<file path="config.mk">
export PLATFORM = sky130hd
export DESIGN_NAME = i2c_register_master_top
export DESIGN_NICKNAME = d
export VERILOG_FILES = /design/src/hdl/i2crm_pkg.sv /design/src/hdl/i2crm_cfg.sv /design/src/hdl/i2crm_seq.sv /design/src/hdl/i2crm_skid.sv /design/src/hdl/i2c_register_master_top.sv
export SDC_FILE = /design/constraint.sdc
export NUM_CORES = 1
export LEC_CHECK = 0
export ABC_AREA = 0
export BUFFER_PORTS_ARGS = -buffer_cell sky130_fd_sc_hd__clkbuf_2
export CORE_MARGIN = 2
export CORE_UTILIZATION = 55
export DETAILED_ROUTE_END_ITERATION = 8
export GPL_TIMING_DRIVEN = 0
export PLACE_DENSITY = 0.74
export RECOVER_POWER = 25
export SLEW_MARGIN = 25
export SYNTH_ARGS = -nofsm -noshare
export SYNTH_HDL_FRONTEND = slang
export SYNTH_HIERARCHICAL = 1
export SYNTH_SLANG_ARGS = --single-unit
</file>
<file path="constraint.sdc">
create_clock -name clk -period 4.8 [get_ports clk]
set_input_delay 0.24 -clock clk [delete_from_list [all_inputs] [get_ports clk]]
set_output_delay 0.24 -clock clk [all_outputs]
set_load 0.01 [all_outputs]
</file>
<file path="src/hdl/i2crm_pkg.sv">
// Shared types and constants of the I2C register master.
// Used by the cfg, seq, skid and top-level modules; depends on nothing.
`default_nettype none

package i2crm_pkg;

	// Request codes on req_type
	localparam logic [1:0] REQ_TICK  = 2'd0;
	localparam logic [1:0] REQ_WRITE = 2'd1;
	localparam logic [1:0] REQ_READ  = 2'd2;

	// Configuration register indexes
	localparam int unsigned CFG_IDX_W = 3;
	localparam logic [CFG_IDX_W-1:0] CFG_PHASE_TICKS     = 3'd0;
	localparam logic [CFG_IDX_W-1:0] CFG_ACK_PHASE_TICKS = 3'd1;
	localparam logic [CFG_IDX_W-1:0] CFG_SAMPLE_HOLD     = 3'd2;
	localparam logic [CFG_IDX_W-1:0] CFG_READ_WAIT       = 3'd3;
	localparam logic [CFG_IDX_W-1:0] CFG_ACK_TIMEOUT     = 3'd4;

	// Register reset values
	localparam logic [7:0] RST_PHASE_TICKS     = 8'd10;
	localparam logic [7:0] RST_ACK_PHASE_TICKS = 8'd6;
	localparam logic [7:0] RST_SAMPLE_HOLD     = 8'd5;
	localparam logic [7:0] RST_READ_WAIT       = 8'd50;
	localparam logic [7:0] RST_ACK_TIMEOUT     = 8'd250;

	// Bus sequencer phases, one-hot
	typedef enum logic [16:0] {
		PH_IDLE      = 17'b00000000000000001,
		PH_START_A   = 17'b00000000000000010,
		PH_START_B   = 17'b00000000000000100,
		PH_TX_LOW1   = 17'b00000000000001000,
		PH_TX_HIGH   = 17'b00000000000010000,
		PH_TX_LOW2   = 17'b00000000000100000,
		PH_ACK_REL   = 17'b00000000001000000,
		PH_ACK_HIGH  = 17'b00000000010000000,
		PH_ACK_WAIT  = 17'b00000000100000000,
		PH_RD_WAIT   = 17'b00000001000000000,
		PH_RX_LOW    = 17'b00000010000000000,
		PH_RX_HIGH   = 17'b00000100000000000,
		PH_NACK_LOW  = 17'b00001000000000000,
		PH_NACK_HIGH = 17'b00010000000000000,
		PH_STOP_A    = 17'b00100000000000000,
		PH_STOP_B    = 17'b01000000000000000,
		PH_RS_LOW    = 17'b10000000000000000
	} phase_t;

	// Timing configuration seen by the sequencer
	typedef struct packed {
		logic [7:0] phase_ticks;
		logic [7:0] ack_phase_ticks;
		logic [7:0] sample_hold_ticks;
		logic [7:0] read_wait_ticks;
		logic [7:0] ack_timeout;
	} cfg_t;

	// One result item
	typedef struct packed {
		logic       scl_out;
		logic       sda_out;
		logic       sda_drive_en;
		logic       busy_res;
		logic       done_res;
		logic [7:0] read_data;
		logic       ack_error;
	} res_t;

endpackage

`default_nettype wire

</file>
<file path="src/hdl/i2crm_cfg.sv">
// Timing configuration registers of the I2C register master.
// Depends on i2crm_pkg for register indexes, reset values and cfg_t.
`default_nettype none

module i2crm_cfg (
	input  wire logic                           clk,
	input  wire logic                           arst_n,
	input  wire logic                           cfg_wr_en,
	input  wire logic [i2crm_pkg::CFG_IDX_W-1:0] cfg_index,
	input  wire logic [7:0]                     cfg_data,
	output i2crm_pkg::cfg_t                     cfg
);

	i2crm_pkg::cfg_t cfg_q;

	// Write the addressed register; ignore indexes beyond the list
	always_ff @(posedge clk or negedge arst_n) begin
		if (!arst_n) begin
			cfg_q.phase_ticks       <= i2crm_pkg::RST_PHASE_TICKS;
			cfg_q.ack_phase_ticks   <= i2crm_pkg::RST_ACK_PHASE_TICKS;
			cfg_q.sample_hold_ticks <= i2crm_pkg::RST_SAMPLE_HOLD;
			cfg_q.read_wait_ticks   <= i2crm_pkg::RST_READ_WAIT;
			cfg_q.ack_timeout       <= i2crm_pkg::RST_ACK_TIMEOUT;
		end else if (cfg_wr_en) begin
			case (cfg_index)
				i2crm_pkg::CFG_PHASE_TICKS:     cfg_q.phase_ticks       <= cfg_data;
				i2crm_pkg::CFG_ACK_PHASE_TICKS: cfg_q.ack_phase_ticks   <= cfg_data;
				i2crm_pkg::CFG_SAMPLE_HOLD:     cfg_q.sample_hold_ticks <= cfg_data;
				i2crm_pkg::CFG_READ_WAIT:       cfg_q.read_wait_ticks   <= cfg_data;
				i2crm_pkg::CFG_ACK_TIMEOUT:     cfg_q.ack_timeout       <= cfg_data;
				default: ;
			endcase
		end
	end

	assign cfg = cfg_q;

endmodule

`default_nettype wire

</file>
<file path="src/hdl/i2crm_seq.sv">
// Bus sequencer of the I2C register master: transaction state and line levels.
// Advances one tick per accepted request. Depends on i2crm_pkg.
`default_nettype none

module i2crm_seq (
	input  wire logic       clk,
	input  wire logic       arst_n,
	input  wire i2crm_pkg::cfg_t cfg,
	input  wire logic       tick,
	input  wire logic [1:0] req_type,
	input  wire logic [7:0] dev_addr,
	input  wire logic [7:0] reg_addr,
	input  wire logic [7:0] wr_data,
	input  wire logic       sda_in,
	output i2crm_pkg::res_t res
);

	i2crm_pkg::phase_t phase_q, phase_d;
	logic [7:0] tick_q, tick_d;
	logic [3:0] bit_q, bit_d;
	logic [7:0] shift_q, shift_d;
	logic [7:0] dev_q, dev_d;
	logic [7:0] reg_q, reg_d;
	logic [7:0] data_q, data_d;
	logic       is_read_q, is_read_d;
	logic [7:0] last_q, last_d;
	logic       err_q, err_d;
	logic [1:0] bidx_q, bidx_d;
	logic       done;

	logic [7:0] len;
	logic [8:0] tick_inc;
	logic       fin;
	logic [7:0] tick_el;
	logic [3:0] bit_inc;

	// Pick the length of the current timed phase
	always_comb begin
		case (phase_q)
			i2crm_pkg::PH_ACK_REL,
			i2crm_pkg::PH_ACK_HIGH: len = cfg.ack_phase_ticks;
			i2crm_pkg::PH_RD_WAIT:  len = cfg.read_wait_ticks;
			i2crm_pkg::PH_RX_HIGH:  len = cfg.sample_hold_ticks;
			default:                len = cfg.phase_ticks;
		endcase
	end

	// Count one tick of a timed phase
	assign tick_inc = {1'b0, tick_q} + 9'd1;
	assign fin      = tick_inc >= {1'b0, len};
	assign tick_el  = fin ? 8'd0 : tick_inc[7:0];
	assign bit_inc  = bit_q + 4'd1;

	// Next state for one tick
	always_comb begin
		phase_d   = phase_q;
		tick_d    = tick_q;
		bit_d     = bit_q;
		shift_d   = shift_q;
		dev_d     = dev_q;
		reg_d     = reg_q;
		data_d    = data_q;
		is_read_d = is_read_q;
		last_d    = last_q;
		err_d     = err_q;
		bidx_d    = bidx_q;
		done      = 1'b0;
		case (phase_q)
			i2crm_pkg::PH_IDLE: begin
				if (req_type == i2crm_pkg::REQ_WRITE || req_type == i2crm_pkg::REQ_READ) begin
					dev_d     = dev_addr;
					reg_d     = reg_addr;
					data_d    = wr_data;
					is_read_d = (req_type == i2crm_pkg::REQ_READ);
					err_d     = 1'b0;
					bidx_d    = 2'd0;
					phase_d   = i2crm_pkg::PH_START_A;
					tick_d    = 8'd0;
				end
			end
			i2crm_pkg::PH_RS_LOW: begin
				tick_d = tick_el;
				if (fin) phase_d = i2crm_pkg::PH_START_A;
			end
			i2crm_pkg::PH_START_A: begin
				tick_d = tick_el;
				if (fin) phase_d = i2crm_pkg::PH_START_B;
			end
			i2crm_pkg::PH_START_B: begin
				tick_d = tick_el;
				if (fin) begin
					shift_d = (bidx_q == 2'd0) ? dev_q : dev_q + 8'd1;
					bit_d   = 4'd0;
					phase_d = i2crm_pkg::PH_TX_LOW1;
				end
			end
			i2crm_pkg::PH_TX_LOW1: begin
				tick_d = tick_el;
				if (fin) phase_d = i2crm_pkg::PH_TX_HIGH;
			end
			i2crm_pkg::PH_TX_HIGH: begin
				tick_d = tick_el;
				if (fin) phase_d = i2crm_pkg::PH_TX_LOW2;
			end
			i2crm_pkg::PH_TX_LOW2: begin
				tick_d = tick_el;
				if (fin) begin
					shift_d = {shift_q[6:0], 1'b0};
					bit_d   = bit_inc;
					phase_d = (bit_inc >= 4'd8) ? i2crm_pkg::PH_ACK_REL
					                            : i2crm_pkg::PH_TX_LOW1;
				end
			end
			i2crm_pkg::PH_ACK_REL: begin
				tick_d = tick_el;
				if (fin) phase_d = i2crm_pkg::PH_ACK_HIGH;
			end
			i2crm_pkg::PH_ACK_HIGH: begin
				tick_d = tick_el;
				if (fin) phase_d = i2crm_pkg::PH_ACK_WAIT;
			end
			i2crm_pkg::PH_ACK_WAIT: begin
				if (!sda_in) begin
					// Acknowledged: pick the next byte or step
					tick_d = 8'd0;
					if (bidx_q == 2'd0) begin
						bidx_d  = 2'd1;
						shift_d = reg_q;
						bit_d   = 4'd0;
						phase_d = i2crm_pkg::PH_TX_LOW1;
					end else if (bidx_q == 2'd1) begin
						bidx_d = 2'd2;
						if (is_read_q) begin
							phase_d = i2crm_pkg::PH_RS_LOW;
						end else begin
							shift_d = data_q;
							bit_d   = 4'd0;
							phase_d = i2crm_pkg::PH_TX_LOW1;
						end
					end else if (bidx_q == 2'd2 && is_read_q) begin
						if (cfg.read_wait_ticks == 8'd0) begin
							shift_d = 8'd0;
							bit_d   = 4'd0;
							phase_d = i2crm_pkg::PH_RX_LOW;
						end else begin
							phase_d = i2crm_pkg::PH_RD_WAIT;
						end
					end else begin
						phase_d = i2crm_pkg::PH_STOP_A;
					end
				end else if (tick_inc > {1'b0, cfg.ack_timeout}) begin
					// No acknowledge in time: abort through STOP
					err_d   = 1'b1;
					phase_d = i2crm_pkg::PH_STOP_A;
					tick_d  = 8'd0;
				end else begin
					tick_d = tick_inc[7:0];
				end
			end
			i2crm_pkg::PH_RD_WAIT: begin
				tick_d = tick_el;
				if (fin) begin
					shift_d = 8'd0;
					bit_d   = 4'd0;
					phase_d = i2crm_pkg::PH_RX_LOW;
				end
			end
			i2crm_pkg::PH_RX_LOW: begin
				tick_d = tick_el;
				if (fin) phase_d = i2crm_pkg::PH_RX_HIGH;
			end
			i2crm_pkg::PH_RX_HIGH: begin
				// Sample on the first tick of the high phase
				if (tick_q == 8'd0) begin
					shift_d = {shift_q[6:0], sda_in};
					bit_d   = bit_inc;
				end
				tick_d = tick_el;
				if (fin) begin
					phase_d = (bit_d >= 4'd8) ? i2crm_pkg::PH_NACK_LOW
					                          : i2crm_pkg::PH_RX_LOW;
				end
			end
			i2crm_pkg::PH_NACK_LOW: begin
				tick_d = tick_el;
				if (fin) phase_d = i2crm_pkg::PH_NACK_HIGH;
			end
			i2crm_pkg::PH_NACK_HIGH: begin
				tick_d = tick_el;
				if (fin) begin
					last_d  = shift_q;
					phase_d = i2crm_pkg::PH_STOP_A;
				end
			end
			i2crm_pkg::PH_STOP_A: begin
				tick_d = tick_el;
				if (fin) phase_d = i2crm_pkg::PH_STOP_B;
			end
			i2crm_pkg::PH_STOP_B: begin
				tick_d = tick_el;
				if (fin) begin
					phase_d = i2crm_pkg::PH_IDLE;
					done    = 1'b1;
				end
			end
			default: begin
				phase_d = i2crm_pkg::PH_IDLE;
				tick_d  = 8'd0;
			end
		endcase
	end

	// Drive line levels from the phase after this tick
	always_comb begin
		res.busy_res  = (phase_d != i2crm_pkg::PH_IDLE);
		res.done_res  = done;
		res.read_data = last_d;
		res.ack_error = err_d;
		case (phase_d)
			i2crm_pkg::PH_START_A: begin
				res.scl_out = 1'b1; res.sda_out = 1'b1; res.sda_drive_en = 1'b1;
			end
			i2crm_pkg::PH_START_B: begin
				res.scl_out = 1'b1; res.sda_out = 1'b0; res.sda_drive_en = 1'b1;
			end
			i2crm_pkg::PH_TX_LOW1,
			i2crm_pkg::PH_TX_LOW2: begin
				res.scl_out = 1'b0; res.sda_out = shift_d[7]; res.sda_drive_en = 1'b1;
			end
			i2crm_pkg::PH_TX_HIGH: begin
				res.scl_out = 1'b1; res.sda_out = shift_d[7]; res.sda_drive_en = 1'b1;
			end
			i2crm_pkg::PH_ACK_REL,
			i2crm_pkg::PH_RD_WAIT,
			i2crm_pkg::PH_RX_LOW: begin
				res.scl_out = 1'b0; res.sda_out = 1'b1; res.sda_drive_en = 1'b0;
			end
			i2crm_pkg::PH_ACK_HIGH,
			i2crm_pkg::PH_ACK_WAIT,
			i2crm_pkg::PH_RX_HIGH: begin
				res.scl_out = 1'b1; res.sda_out = 1'b1; res.sda_drive_en = 1'b0;
			end
			i2crm_pkg::PH_NACK_LOW,
			i2crm_pkg::PH_RS_LOW: begin
				res.scl_out = 1'b0; res.sda_out = 1'b1; res.sda_drive_en = 1'b1;
			end
			i2crm_pkg::PH_STOP_A: begin
				res.scl_out = 1'b0; res.sda_out = 1'b0; res.sda_drive_en = 1'b1;
			end
			default: begin
				res.scl_out = 1'b1; res.sda_out = 1'b1; res.sda_drive_en = 1'b1;
			end
		endcase
	end

	// Commit the tick
	always_ff @(posedge clk or negedge arst_n) begin
		if (!arst_n) begin
			phase_q   <= i2crm_pkg::PH_IDLE;
			tick_q    <= 8'd0;
			bit_q     <= 4'd0;
			shift_q   <= 8'd0;
			dev_q     <= 8'd0;
			reg_q     <= 8'd0;
			data_q    <= 8'd0;
			is_read_q <= 1'b0;
			last_q    <= 8'd0;
			err_q     <= 1'b0;
			bidx_q    <= 2'd0;
		end else if (tick) begin
			phase_q   <= phase_d;
			tick_q    <= tick_d;
			bit_q     <= bit_d;
			shift_q   <= shift_d;
			dev_q     <= dev_d;
			reg_q     <= reg_d;
			data_q    <= data_d;
			is_read_q <= is_read_d;
			last_q    <= last_d;
			err_q     <= err_d;
			bidx_q    <= bidx_d;
		end
	end

endmodule

`default_nettype wire

</file>
<file path="src/hdl/i2crm_skid.sv">
// Two-entry result buffer: output register plus skid register.
// Decouples request stall from result stall. Depends on i2crm_pkg.
`default_nettype none

module i2crm_skid (
	input  wire logic       clk,
	input  wire logic       arst_n,
	input  wire logic       push,
	input  wire i2crm_pkg::res_t push_data,
	output logic            full,
	output logic            out_valid,
	input  wire logic       out_stall,
	output i2crm_pkg::res_t out_data
);

	logic            main_v_q;
	logic            skid_v_q;
	i2crm_pkg::res_t main_q;
	i2crm_pkg::res_t skid_q;
	logic            pop;

	assign pop = main_v_q && !out_stall;

	// Hold control bits
	always_ff @(posedge clk or negedge arst_n) begin
		if (!arst_n) begin
			main_v_q <= 1'b0;
			skid_v_q <= 1'b0;
		end else if (!main_v_q || pop) begin
			main_v_q <= skid_v_q || push;
			skid_v_q <= 1'b0;
		end else if (push) begin
			skid_v_q <= 1'b1;
		end
	end

	// Move results: skid drains into main first
	always_ff @(posedge clk) begin
		if (!main_v_q || pop) begin
			main_q <= skid_v_q ? skid_q : push_data;
		end else if (push) begin
			skid_q <= push_data;
		end
	end

	assign full      = skid_v_q;
	assign out_valid = main_v_q;
	assign out_data  = main_q;

endmodule

`default_nettype wire

</file>
<file path="src/hdl/i2c_register_master_top.sv">
// I2C register master: timing ticks in, bus line levels and status out.
// Instantiates i2crm_cfg, i2crm_seq and i2crm_skid; uses i2crm_pkg.
//
// Each request on the input channel (in_valid/in_stall) is one timing tick
// carrying the sampled SDA level and, when idle, an optional register write
// or read request. For every request exactly one result leaves on the output
// channel (out_valid/out_stall): SCL/SDA levels, SDA drive enable, busy,
// done pulse, last read byte and acknowledge error flag.
// The result of a request is registered in the output register, or in the
// skid entry while the output stalls; one request per cycle is sustained
// while out_stall is low, set by the single sequencer state update per tick.
// When the receiver stalls, one more request is taken into the skid entry,
// then in_stall rises until the output register drains.
// Reset (arst_n low) returns the bus to idle with both lines high, empties
// the result buffer and loads the timing registers with their defaults.
// The user writes timing registers through cfg_wr_en/cfg_index/cfg_data
// while no transaction is in progress; the block does not enforce this.
`default_nettype none

module i2c_register_master_top (
	input  wire logic                           clk,
	input  wire logic                           arst_n,
	input  wire logic                           cfg_wr_en,
	input  wire logic [i2crm_pkg::CFG_IDX_W-1:0] cfg_index,
	input  wire logic [7:0]                     cfg_data,
	input  wire logic                           in_valid,
	output logic                                in_stall,
	input  wire logic [1:0]                     req_type,
	input  wire logic [7:0]                     dev_addr,
	input  wire logic [7:0]                     reg_addr,
	input  wire logic [7:0]                     wr_data,
	input  wire logic                           sda_in,
	output logic                                out_valid,
	input  wire logic                           out_stall,
	output logic                                scl_out,
	output logic                                sda_out,
	output logic                                sda_drive_en,
	output logic                                busy_res,
	output logic                                done_res,
	output logic [7:0]                          read_data,
	output logic                                ack_error
);

	i2crm_pkg::cfg_t cfg;
	i2crm_pkg::res_t res;
	i2crm_pkg::res_t out_data;
	logic            full;
	logic            in_fire;

	assign in_stall = full;
	assign in_fire  = in_valid && !full;

	i2crm_cfg u_cfg (
		.clk       (clk),
		.arst_n    (arst_n),
		.cfg_wr_en (cfg_wr_en),
		.cfg_index (cfg_index),
		.cfg_data  (cfg_data),
		.cfg       (cfg)
	);

	i2crm_seq u_seq (
		.clk      (clk),
		.arst_n   (arst_n),
		.cfg      (cfg),
		.tick     (in_fire),
		.req_type (req_type),
		.dev_addr (dev_addr),
		.reg_addr (reg_addr),
		.wr_data  (wr_data),
		.sda_in   (sda_in),
		.res      (res)
	);

	i2crm_skid u_skid (
		.clk       (clk),
		.arst_n    (arst_n),
		.push      (in_fire),
		.push_data (res),
		.full      (full),
		.out_valid (out_valid),
		.out_stall (out_stall),
		.out_data  (out_data)
	);

	// Unpack the result onto its ports
	assign scl_out      = out_data.scl_out;
	assign sda_out      = out_data.sda_out;
	assign sda_drive_en = out_data.sda_drive_en;
	assign busy_res     = out_data.busy_res;
	assign done_res     = out_data.done_res;
	assign read_data    = out_data.read_data;
	assign ack_error    = out_data.ack_error;

endmodule

`default_nettype wire

</file>
Yosys cells after proc, flatten, opt, wreduce, memory -nomap -nowiden
Index checks and enable logic that the tools add are counted.
Storage, ports and cells
  flip-flop bits (word level): 143
  input bits: 43
  output and inout port bits: 16
  word-level logic and storage cells: 198
Cells by class
  add/subtract/negate cells: 3
  $lt $le $gt $ge: 4
  equality and inequality tests: 50
  muxes and demuxes: 72
  bitwise logic cells: 1
  reductions and logical operators: 35
Operator list (count)
  $mux W17: 21
  $pmux W17 S17: 1
  $mux W8: 17
  $pmux W8 S3: 2
  $mux W4: 10
  $pmux W8 S5: 1
  $eq A17 B10 Y1 const B: 2
  $eq A17 B11 Y1 const B: 2
  $eq A17 B12 Y1 const B: 2
  $eq A17 B13 Y1 const B: 2
  $eq A17 B15 Y1 const B: 2
  $eq A17 B17 Y1 const B: 2
  $eq A17 B3 Y1 const B: 2
  $eq A17 B4 Y1 const B: 2
  $eq A17 B5 Y1 const B: 2
  $eq A17 B6 Y1 const B: 2
  $eq A17 B7 Y1 const B: 2
  $eq A17 B8 Y1 const B: 2
  $eq A17 B9 Y1 const B: 2
  $pmux W3 S7: 1
  $eq A17 B1 Y1 const B: 1
  $eq A17 B14 Y1 const B: 1
  $eq A17 B16 Y1 const B: 1
  $eq A17 B2 Y1 const B: 1
  45 further kinds: 82

Depth between registers and ports, before layout
Gate-level depths: netlist of run 1.
  depth in word-level cells: 11
  depth in mapped cells: 19
  gate-level depth less buffers: 17

Hierarchy
The synthesis of run 1 kept the hierarchy.
By module, submodules not included
  i2crm_seq: times used 1, cells each 601, area each 5277.6 um^2
  i2crm_cfg: times used 1, cells each 88, area each 1547.7 um^2
  i2crm_skid: times used 1, cells each 50, area each 1139.8 um^2
  i2c_register_master_top: times used 1, cells each 1, area each 13.8 um^2

Worst setup path before layout of run 1
Ideal clock, no wire load.
  path kind: reg-to-reg
  from: register u_seq.phase_q[12]
  to: register u_skid.main_q (netlist bit u_skid/out_data[12]), data pin
  arrival time: 4166 ps
  required time: 4540 ps
  path slack: 375 ps
  stages on the path, launching flop included: 18
  buffers on the path: 2
  clock period less this slack: 4425 ps
  cells stage by stage: dfrtp_1 -> buf_6 -> nor4_4 -> nand4_1 -> nor2_1 -> nor2_1 -> a221oi_1 -> ha_1 -> a211oi_1 -> nor2_1 -> a31oi_1 -> or3b_1 -> buf_2 -> nand2_1 -> nand2_1 -> a221oi_1 -> a31oi_1 -> mux2_2
RTL lines
  from (decl): line i2crm_seq.sv:18  | i2crm_pkg::phase_t phase_q, phase_d;
  from (signal assigned): line i2crm_seq.sv:259  | phase_q <= i2crm_pkg::PH_IDLE;
  from (signal assigned): line i2crm_seq.sv:271  | phase_q <= phase_d;
  to (signal assigned): line i2crm_skid.sv:40  | main_q <= skid_v_q ? skid_q : push_data;
  to (decl): line i2crm_skid.sv:18  | i2crm_pkg::res_t main_q;

==> results of run 1 <==
[sequential cells by signal, summed over array words and instances (netlist names), 8 cells and up]
register and flops:
u_cfg/cfg 40, u_seq/phase_q 17, u_skid/out_data 14, u_skid/skid_q 14, u_seq/data_q 8, u_seq/dev_q 8, u_seq/last_q 8, u_seq/reg_q 8
u_seq/shift_q 8, u_seq/tick_q 8
[through the flow]
stage / cell area [um^2] / std cells / setup slack [ps] / power [uW] / hold WS (ps)
5_1_grt: 9449 / 1037 / -13.28 / 4621 / 24.10
4_1_cts: 9310 / 1027 / 8.520 / 4327 / 16.17
2_1_floorplan: 7979 / 740 / 374.5 / 2546 / -55.59
6_report: 9449 / 1037 / 156.1 / 4380 / 23.08
3_3_place_gp: 8499 / 982 / -837.8 / 2828 / 451.8
3_5_place_dp: 8536 / 983 / -937.5 / 2896 / 152.0
[cells in the final DEF (no fill, tap or decap), types with 6 or more instances in the layout]
master / netlist / final
dfrtp_1: 99 / 98
nor2_1: 74 / 70
nand2_1: 65 / 62
mux2_2: 62 / 61
clkbuf_2: 2 / 59
o21ai_0: 46 / 44
edfxtp_1: 28 / 28
inv_1: 25 / 25
a21oi_1: 24 / 22
buf_4: 2 / 22
ha_1: 21 / 21
mux2_1: 20 / 20
clkbuf_16: 0 / 17
dfstp_2: 16 / 16
clkbuf_1: 12 / 15
nor3_1: 15 / 14
nand3_1: 14 / 14
buf_2: 15 / 11
xnor2_1: 10 / 10
and3_1: 10 / 10
xor2_1: 10 / 10
a221oi_1: 13 / 9
mux2_4: 8 / 9
nand2b_1: 8 / 8
o31ai_1: 8 / 8
nand4_1: 7 / 7
a222oi_1: 7 / 7
nor4_1: 7 / 7
buf_6: 5 / 6
and2_1: 6 / 6
[final timing paths]
check                                   from                  end  slack (ps)
setup / recovery           u_seq/phase_q[11]  u_skid/out_data[12]         160
hold / removal                   reg_addr[5]       u_seq/reg_q[5]          20
setup reg to reg           u_seq/phase_q[11]  u_skid/out_data[12]         160
hold reg to reg               u_seq/reg_q[2]       u_seq/reg_q[2]         490
max in group asynchronous             arst_n       u_seq/reg_q[4]        1240
min in group asynchronous             arst_n    u_seq/phase_q[14]         740
[kinds of logic (layout without fill, tap and decap cells)]
logic type | count (synthesis) | count (layout)
simple gates | 254 | 254
compound gates | 148 | 148
flops | 143 | 143
mux | 91 | 91
buf+inv | 63 | 176
fa+ha+maj | 21 | 21
xor+xnor | 20 | 20
[per-layer routing]
metal  share of wire, %  up-vias  track usage (%)
li1                   -     2937                -
met1                 43     3099            34.53
met2                 48      250            42.17
met3                6.0       47            5.155
met4                2.9        0            10.51
met5                  0        -                0
[power breakdown]
part           switching (uW)  leakage, uW  total (uW)  internal [uW]
sequential                209      0.00165        1790           1580
clock                     561     0.000304        1400            836
combinational             652      0.00204        1200            543
[worst max-delay path, cell delays in order, from the launching register on]
cell      delay [ps]
dfrtp_1          360
buf_2            200
nor4_4           430
nand4_1          300
nor2_4           230
buf_6            140
a222oi_1         120
a21boi_1         160
ha_1             280
o21ai_1          130
a21oi_1           50
o31a_1           350
or3b_4           440
buf_2            220
nand2_4          130
nor2_1            80
a221oi_4         270
a31oi_2          160
mux2_2           310
[final cells by class]
class                           instances  area, um^2  area share (%)
Clock inverter                         15       198.9           2.105
Clock buffer                           17       425.4           4.502
Buffer                                 37       235.2           2.489
Multi-Input combinational cell        534        4058           42.94
Inverter                               26       97.59           1.033
Sequential cell                       143        3740           39.58
Timing Repair Buffer                   81       464.2           4.913
Tap cell                              184       230.2           2.436
[what timing repair did]
item	in CTS	in global routing
hold buffers	1	0
setup buffers	11	10
endpoints found under the setup margin	52	14
pin swaps	8	15
hold endpoints to repair	28	0
gates resized for setup	13	31
cloned	0	0
==> summary.md, run 1 <==
| Metric | Value |
|---|---|
| Final setup violating endpoints | `0` |
| Maximum clock path buffer count | `2` |
| Die W | `124.4 um` |
| Final core utilization | `65.76%` |
| Hpwl dp | `14.06 mm` |
| # rows | `44` |
| Overall routed net length | `19.58 mm` |
| Area added between synthesis and finish | `18.43%` |
| Final period utilization | `96.75%` |
| Crit path time final | `4644 ps` |
| Worst slew pin tran | `2132 ps` |
| First-pass GRT wire length | `32.33 mm` |
| CP Launch Type | `register` |
| Clock Latency Late Sink | `430 ps` |
| VDD IR-drop max | `0.4323 mV` |
| CTS HTree Levels | `4` |
| Core Box Area | `14370 um^2` |
| Synth Instances | `740` |
| 1st-pass router iterations | `5` |
| Synth Area in Simple Gates | `17.88%` |
| Die area | `15490 um^2` |
| Pwr per Cell Area | `463.6 nW/um^2` |
| Post-synth ARST share | `80.42%` |
| Clk slew on worst S/H paths | `60 ps` |
| Main area contributors after synthesis | `dfrtp_1 31%, edfxtp_1 11%, mux2_2 8.8%` |
| Critical Path RT | `4970 ps` |
| Yosys warns | `6` |
| Clock Root Buffer | `clkbuf_16` |
| Post-synth EDFFs | `28` |
| Filler Cells Inserted | `1069` |
| Syn Area/Cell | `10.78 um^2` |
| # DRC | `0` |
| Synth Area in Compound Gates | `12.58%` |
| Die H | `124.4 um` |
| Most frequent cell after synthesis | `dfrtp_1` |
| Top_reg_cell synth | `dfrtp_1` |
| Routed via count | `6333` |
| Mapped Area | `7979 um^2` |
| Synth area leader | `dfrtp_1` |
| Fin. Hold Viols | `0` |
| Max-Cap Viols | `2` |
| Combinational family with the most area after synthesis | `simple AND/OR/NAND/NOR gates` |
| Post-synthesis mux area share | `13.20%` |
| Outcome | `finished with violations` |
| Initial antenna violation count | `0` |
| WL/cell | `18.88 um` |
| Total I/O pin count | `59` |
| Synth cell types | `82` |
| Failing checks | `capacitance limit, slew limit` |
| Post-synthesis xor/xnor area fraction | `2.195%` |
| Slew headroom | `-42.13%` |
| Layout cells sized above 1 | `31.65%` |
| Cell count of the worst hold path | `2` |
| CP Class | `register to register` |
| Setup TNS | `0 ps` |
| Seq/Total Area, Yosys | `46.86%` |
| Total grt overflow | `0` |
| Syn nets | `804` |
| Crit path arrival time | `4820 ps` |
| Hold Crit Class | `input pin to register` |
| Post-DRT Antenna Nets | `0` |
| RD Place Congestion | `0.9612` |
| Synth Register Bits | `143` |
| Number of global-route vias before repair | `6284` |
| CP endpoint kind | `register` |
| ANT cells | `0` |
| TritonCTS Sinks | `143` |
| Yosys top cell area share | `31.05%` |
| Static leakage | `0.004002 uW` |
| Achievable clock frequency | `215.3 MHz` |
| Max Slew Vio Count | `118` |
| Global Route Usage Sum | `26.03%` |
| Largest fanout on the critical path | `10` |
| Initial core utilization | `55.53%` |
| Via density per instance | `6.107` |
| DR iter-0 viols | `549` |
| PortBufs | `58` |
| Reg2Reg Depth | `18` |
| Final nets | `904` |
| Synth Area in Adders | `3.293%` |
| Skew final | `8.278 ps` |
| CTS buffer count | `17` |
| CTS tree | `done` |
| Largest net degree at the start of global routing | `88` |
| Most frequent cells after synthesis | `99 x dfrtp_1, 74 x nor2_1, 65 x nand2_1` |
Power figures use the tool's default switching activity.
==> run 2, diff against run 1 <==
- CORE_UTILIZATION: 55 -> 35
- PLACE_DENSITY: 0.74 -> not set
==> summary.md, run 2 (same netlist as run 1, synthesis figures left out) <==
| Metric | Value |
|---|---|
| Outcome | `finished with violations` |
| Failing checks | `capacitance limit, slew limit` |
| Max incr delay on CP | `440 ps` |
| PortBufs | `58` |
| FF-to-FF setup slack | `160 ps` |
| TritonCTS Sinks | `143` |
| Core Box Area | `22500 um^2` |
| Max-Cap Viols | `1` |
| VDD IR-drop max | `0.3114 mV` |
| ANT cells | `0` |
| Pwr per Cell Area | `449.6 nW/um^2` |
| GR Layer Usage met3 | `3.649%` |
| CP Launch Type | `register` |
| Clk slew on worst S/H paths | `70 ps` |
| Total I/O pin count | `59` |
| Met1 Usage GRT | `23.72%` |
| Global Route Usage Sum | `16.64%` |
| Clock Root Buffer | `clkbuf_16` |
| Overall routed net length | `19.81 mm` |
| CTS HTree Levels | `4` |
| Number of global-route vias before repair | `5814` |
| Crit-path cells | `nor4_4 -> buf_4 -> nand4_4 -> nor4b_4 -> buf_4 -> a222oi_1 -> a21boi_0 -> ha_1 -> o21ai_1 -> a21oi_1 -> o31a_1 -> or3b_4 -> buf_2 -> a221oi_2 -> and4_1 -> o21ai_2 -> mux2_2` |
| Setup TNS | `0 ps` |
| Fin. Hold Viols | `0` |
| Most common library cell in the layout ignoring fill and taps | `dfrtp_1` |
| Slowest cell on the critical path | `or3b_4` |
| Setup WS post-layout | `161.3 ps` |
| Most frequent cells in the layout | `97 x dfrtp_1, 71 x nor2_1, 62 x mux2_2, 62 x nand2_1, 57 x clkbuf_2` |
| Grt met2 use | `25.33%` |
| Final period utilization | `96.64%` |
| Worst reg2reg endpoint | `u_skid/out_data[13]` |
| Crit path arrival time | `4820 ps` |
| Min-Delay Endpoint | `u_seq/reg_q[7]` |
| Initial core utilization | `35.46%` |
| 1st-pass router iterations | `6` |
| Largest net degree at the start of global routing | `66` |
| RD Place Congestion | `0.8799` |
| WL/cell | `17.46 um` |
| # DRC | `0` |
| Achievable clock frequency | `215.6 MHz` |
| Die H | `155.0 um` |
| Max reg flops | `40` |
| Clock Latency Late Sink | `430 ps` |
| CTS buffer count | `17` |
| Largest fanout on the critical path | `10` |
| Initial antenna violation count | `0` |
| Die area | `24020 um^2` |
| Final nets | `901` |
| First-pass GRT wire length | `31.51 mm` |
| Total grt overflow | `0` |
| Crit Reg-Reg Startpoint | `u_seq/phase_q[1]` |
| Post-DRT Antenna Nets | `0` |
| Crit path max-delay family | `simple AND/OR/NAND/NOR gates` |
| Hpwl dp | `13.90 mm` |
| Skew final | `11.18 ps` |
| Maximum clock path buffer count | `2` |
| Routed via count | `6130` |
| Static leakage | `0.003987 uW` |
| Layer with the highest usage | `met2` |
| Crit path time final | `4639 ps` |
| Via density per instance | `5.401` |
| Hold Crit Class | `input pin to register` |
| CP Launch Point | `u_seq/phase_q[1]` |
| Cell count of the worst hold path | `2` |
| Final setup violating endpoints | `0` |
| CP Class | `register to register` |
| DR iter-0 viols | `543` |
| Max Slew Vio Count | `65` |
| Worst slack at placement | `-1256 ps` |
| Slew headroom | `-121.4%` |
| CP bufs+invs | `3` |
| Worst Min Path Start | `reg_addr[7]` |
| Most frequent CP cell | `buf_4` |
| Critical Path RT | `4990 ps` |
| CP endpoint kind | `register` |
| Worst slew pin tran | `3321 ps` |
| CTS tree | `done` |
| Reg2Reg Depth | `17` |
| Area added between synthesis and finish | `19.79%` |
| # rows | `55` |
| Die W | `155.0 um` |
| Layout cells sized above 1 | `31.65%` |
-- run 2: cell types whose count changed in the layout (fill, tap and decap cells not counted), moves of 2 or more --
cell	before	now
a21oi_1	22	24
a21oi_2	5	3
buf_6	6	8
bufinv_16	3	1
clkbuf_1	15	13
clkbuf_2	59	57
clkbuf_4	2	0
clkinv_8	0	2
inv_8	4	2
-- run 2: layer usage --
metal  wire [um]  up-vias  share of wire [%]
li1            -     2912                  -
met1        9471     3021                 48
met2        9026      173                 46
met3         970       24                4.9
met4         346        0                1.7
met5           0        -                  0
-- run 2: how the worst max path moves through the flow --
stage,cells after the start,slack [ps],end
2_1_floorplan,17,370,u_skid/out_data[12]
3_3_place_gp,16,-1260,u_skid/out_data[13]
3_5_place_dp,16,-1260,u_skid/out_data[13]
4_1_cts,18,-20,u_skid/out_data[12]
5_1_grt,20,-20,u_skid/out_data[13]
6_report,17,160,u_skid/out_data[13]
-- run 2: timing repair --
action                                 4_1_cts  5_1_grt
setup buffers                                8       10
resized for setup                           15       33
pin swaps                                    5       16
cloned                                       0        1
hold buffers                                 1        0
endpoints found under the hold margin       59        0
setup endpoints to repair                   71       17
-- run 2: power by group --
part	switching, uW	internal (uW)	total, uW
clock network	587	737	1320
registers	206	1580	1780
logic	644	547	1190
total	1440	2860	4300
-- run 2: area by class of cell --
type                    instances  area [um^2]
clock buffers                  17        425.4
inverters                      26        97.59
plain buffers                  36        234.0
fillers                      2115        12940
repair buffers                 79        478.0
flip-flops and latches        143         3741
clock inverters                15        170.2
multi-input cells             534         4055
well taps                     285        356.6
-- run 2: worst register-to-register path, cell delays in order, from the launching register on --
cell and delay (ps):
dfrtp_1 430, nor4_4 350, buf_4 180, nand4_4 200, nor4b_4 340, buf_4 210
a222oi_1 90, a21boi_0 160, ha_1 340, o21ai_1 70, a21oi_1 50, o31a_1 340
or3b_4 440, buf_2 220, a221oi_2 400, and4_1 260, o21ai_2 70, mux2_2 260
-- run 2: per-stage QoR --
stage | power [uW] | area [um^2] | cells | hold slack, ps | util [%]
global route | 4542 | 9558 | 1135 | 6.175 | 42.47
global placement | 2852 | 8626 | 1083 | 451.4 | 38.33
CTS | 4258 | 9384 | 1125 | 8.638 | 41.70
finish | 4297 | 9558 | 1135 | 21.08 | 42.47
floorplan | 2546 | 7979 | 740 | -55.59 | -
detailed placement | 2886 | 8662 | 1084 | 290.9 | 38.49
==> run 3, diff against run 2 <==
- ABC_AREA: 0 -> 1
==> summary.md, run 3 <==
| Metric | Value |
|---|---|
| Clk slew on worst S/H paths | `70 ps` |
| Synth area leader | `dfrtp_1` |
| WL/cell | `15.85 um` |
| Cells after DPL | `1491` |
| Synth cell types | `59` |
| Reg2Reg Depth | `27` |
| # DRC | `0` |
| Final setup violating endpoints | `0` |
| Hpwl dp | `18.57 mm` |
| Area added between synthesis and finish | `15.95%` |
| Clock Root Buffer | `clkbuf_16` |
| Synth Register Bits | `143` |
| DR iter-0 viols | `588` |
| Outcome | `finished with violations` |
| Global Route Usage Sum | `19.26%` |
| Worst slack at placement | `-156.7 ps` |
| ANT cells | `0` |
| CTS tree | `done` |
| Pwr per Cell Area | `313.7 nW/um^2` |
| Yosys warns | `6` |
| CP Launch Point | `u_seq/phase_q[9]` |
| Yosys top cell area share | `28.28%` |
| Total I/O pin count | `59` |
| Pwr Total | `3187 uW` |
| Overall routed net length | `24.29 mm` |
| CTS HTree Levels | `4` |
| RD Place Congestion | `0.9234` |
| Routed via count | `7752` |
| Worst Min Path Start | `reg_addr[7]` |
| Most frequent cells in the layout | `334 x nand2_1, 119 x inv_1, 99 x dfrtp_1` |
| Static leakage | `0.005162 uW` |
| Most frequent cell after synthesis | `nand2_1` |
| Final period utilization | `91.78%` |
| Largest net degree at the start of global routing | `74` |
| Max-Cap Viols | `1` |
| Setup TNS | `0 ps` |
| Mapped Area | `8760 um^2` |
| Clk pwr share | `40.0%` |
| Total grt overflow | `0` |
| Crit path time final | `4406 ps` |
| Post-DRT Antenna Nets | `0` |
| Number of global-route vias before repair | `7544` |
| Flop pwr share | `45.4%` |
| Cell count of the worst hold path | `2` |
| Achievable clock frequency | `227.0 MHz` |
| Layout Cells excl Fill | `1532` |
| Top_reg_cell synth | `dfrtp_1` |
| Via density per instance | `5.060` |
| Critical Path RT | `5100 ps` |
| NetSw | `966.6 uW` |
| Post-synth EDFFs | `28` |
| Max reg flops | `40` |
| VDD IR-drop max | `0.1936 mV` |
| Die area | `26310 um^2` |
| Die H | `162.2 um` |
| Crit path arrival time | `4700 ps` |
| Worst slew pin tran | `3374 ps` |
| Crit Reg-Reg Startpoint | `u_seq/phase_q[9]` |
| Most common library cell in the layout ignoring fill and taps | `nand2_1` |
| Max Slew Vio Count | `73` |
| Minimum hold slack | `40.99 ps` |
| Most frequent cells after synthesis | `332 x nand2_1, 119 x inv_1, 99 x dfrtp_1` |
| 1st-pass router iterations | `5` |
| Syn nets | `1172` |
| Maximum clock path buffer count | `2` |
| Initial antenna violation count | `0` |
| Main area contributors after synthesis | `dfrtp_1 28%, nand2_1 14%, edfxtp_1 9.6%` |
| First-pass GRT wire length | `39.88 mm` |
| Skew final | `16.62 ps` |
| Fin. Hold Viols | `0` |
| Final nets | `1259` |
| # rows | `57` |
| Seq/Total Area, Yosys | `42.68%` |
| Switching Fraction | `30.33%` |
| CP Class | `register to register` |
| Core Box Area | `24460 um^2` |
| CP Launch Type | `register` |
| TritonCTS Sinks | `143` |
| CP endpoint kind | `register` |
| Setup WS post-layout | `394.4 ps` |
| CTS buffer count | `17` |
| Comb pwr share | `14.6%` |
| PortBufs | `58` |
| Die W | `162.2 um` |
| Hold Crit Class | `input pin to register` |
| Syn Area/Cell | `7.906 um^2` |
| Largest fanout on the critical path | `10` |
| Filler Cells Inserted | `2495` |
| Slew headroom | `-124.9%` |
| Synth Instances | `1108` |
| P_int | `2220 uW` |
| Post-synth ARST share | `80.42%` |
| Failing checks | `capacitance limit, slew limit` |
| Clock Latency Late Sink | `430 ps` |
| Initial core utilization | `35.81%` |
| Layout cells sized above 1 | `20.20%` |
==> run 3: changes by cell type after synthesis, moves of 21 or more <==
cell	previous run	this run
nand2_1	65	332
mux2_2	62	26
nand3_1	14	85
nand2_2	1	22
inv_1	25	119
==> run 3: power groups by stage <==
| stage | clock network, uW | registers (uW) | logic [uW] |
|---|---|---|---|
| 6_report | 1280 | 1450 | 465 |
| 3_3_place_gp | 0 | 1460 | 446 |
| 3_5_place_dp | 0 | 1470 | 457 |
| 2_1_floorplan | 0 | 1450 | 294 |
| 4_1_cts | 1310 | 1440 | 460 |
| 5_1_grt | 1350 | 1460 | 534 |
==> run 3: logic make-up after synthesis <==
kind of cell,count (synthesis),share of synthesized area (%)
AND/OR/NAND/NOR,609,32.15
XOR/XNOR,7,0.6999
multiplexers,26,3.342
AO/OA/AOI/OAI,140,10.10
buffers and inverters,162,8.027
flip-flops,143,42.68
adder cells (fa/ha/maj),21,3.000
==> run 3: metrics by stage <==
step                util [%]  instance area, um^2
floorplan                  -                 8760
global placement       38.65                 9455
detailed placement     38.81                 9494
CTS                    41.22                10080
global route           41.52                10160
finish                 41.52                10160
==> run 3: final cells by class <==
| cell class | instances | area [um^2] | share of cell area [%] |
|---|---|---|---|
| timing repair buffer | 68 | 392.9 | 3.868 |
| sequential | 143 | 3739 | 36.81 |
| buffer | 29 | 195.2 | 1.922 |
| tap | 324 | 405.4 | 3.991 |
| inverter | 133 | 505.5 | 4.977 |
| multi-input combinational | 803 | 4358 | 42.90 |
| clock buffer | 18 | 439.2 | 4.324 |
| clock inverter | 14 | 122.6 | 1.207 |
==> run 3: what timing repair did <==
action,4_1_cts,5_1_grt
setup buffers,0,8
hold buffers,1,0
endpoints found under the hold margin,59,0
setup endpoints to repair,6,41
pin swaps,0,4
gates resized for setup,4,14
==> run 3: layer usage <==
metal	track usage [%]	share of wire (%)	vias to the layer above	routed length, um
met1	26.95	48	3684	11610
met2	31.16	46	217	11210
met3	2.758	4.5	24	1099
met4	5.551	1.5	0	365
met5	0	0	-	0
li1	-	-	3827	-
==> run 3: final timing paths <==
check / end / slack (ps)
worst max-delay path: u_skid/out_data[13] / 390
worst min-delay path: u_seq/reg_q[7] / 40
worst max register to register: u_skid/out_data[13] / 390
worst min register to register: u_cfg/cfg[18] / 460
max in group asynchronous: u_seq/shift_q[4] / 1260
min in group asynchronous: u_cfg/cfg[0] / 1590
==> run 3: critical path, cell delays in order (launching register included) <==
cell	delay [ps]
dfrtp_1	420
nor2_1	180
nand2_2	160
nor2_4	180
clkbuf_4	220
nand3_1	180
nand2_4	180
nor2_1	140
a221oi_2	320
ha_1	280
nand2_1	70
inv_1	40
nand2_1	50
nand3_1	80
nand2_1	60
nand2_1	40
nand2_1	170
nand2_4	110
inv_2	90
clkbuf_4	220
o22ai_1	160
a21oi_1	260
nand2_1	130
nor2_2	230
nand2_1	80
nand2_1	80
nand2_1	60
nand2_1	50
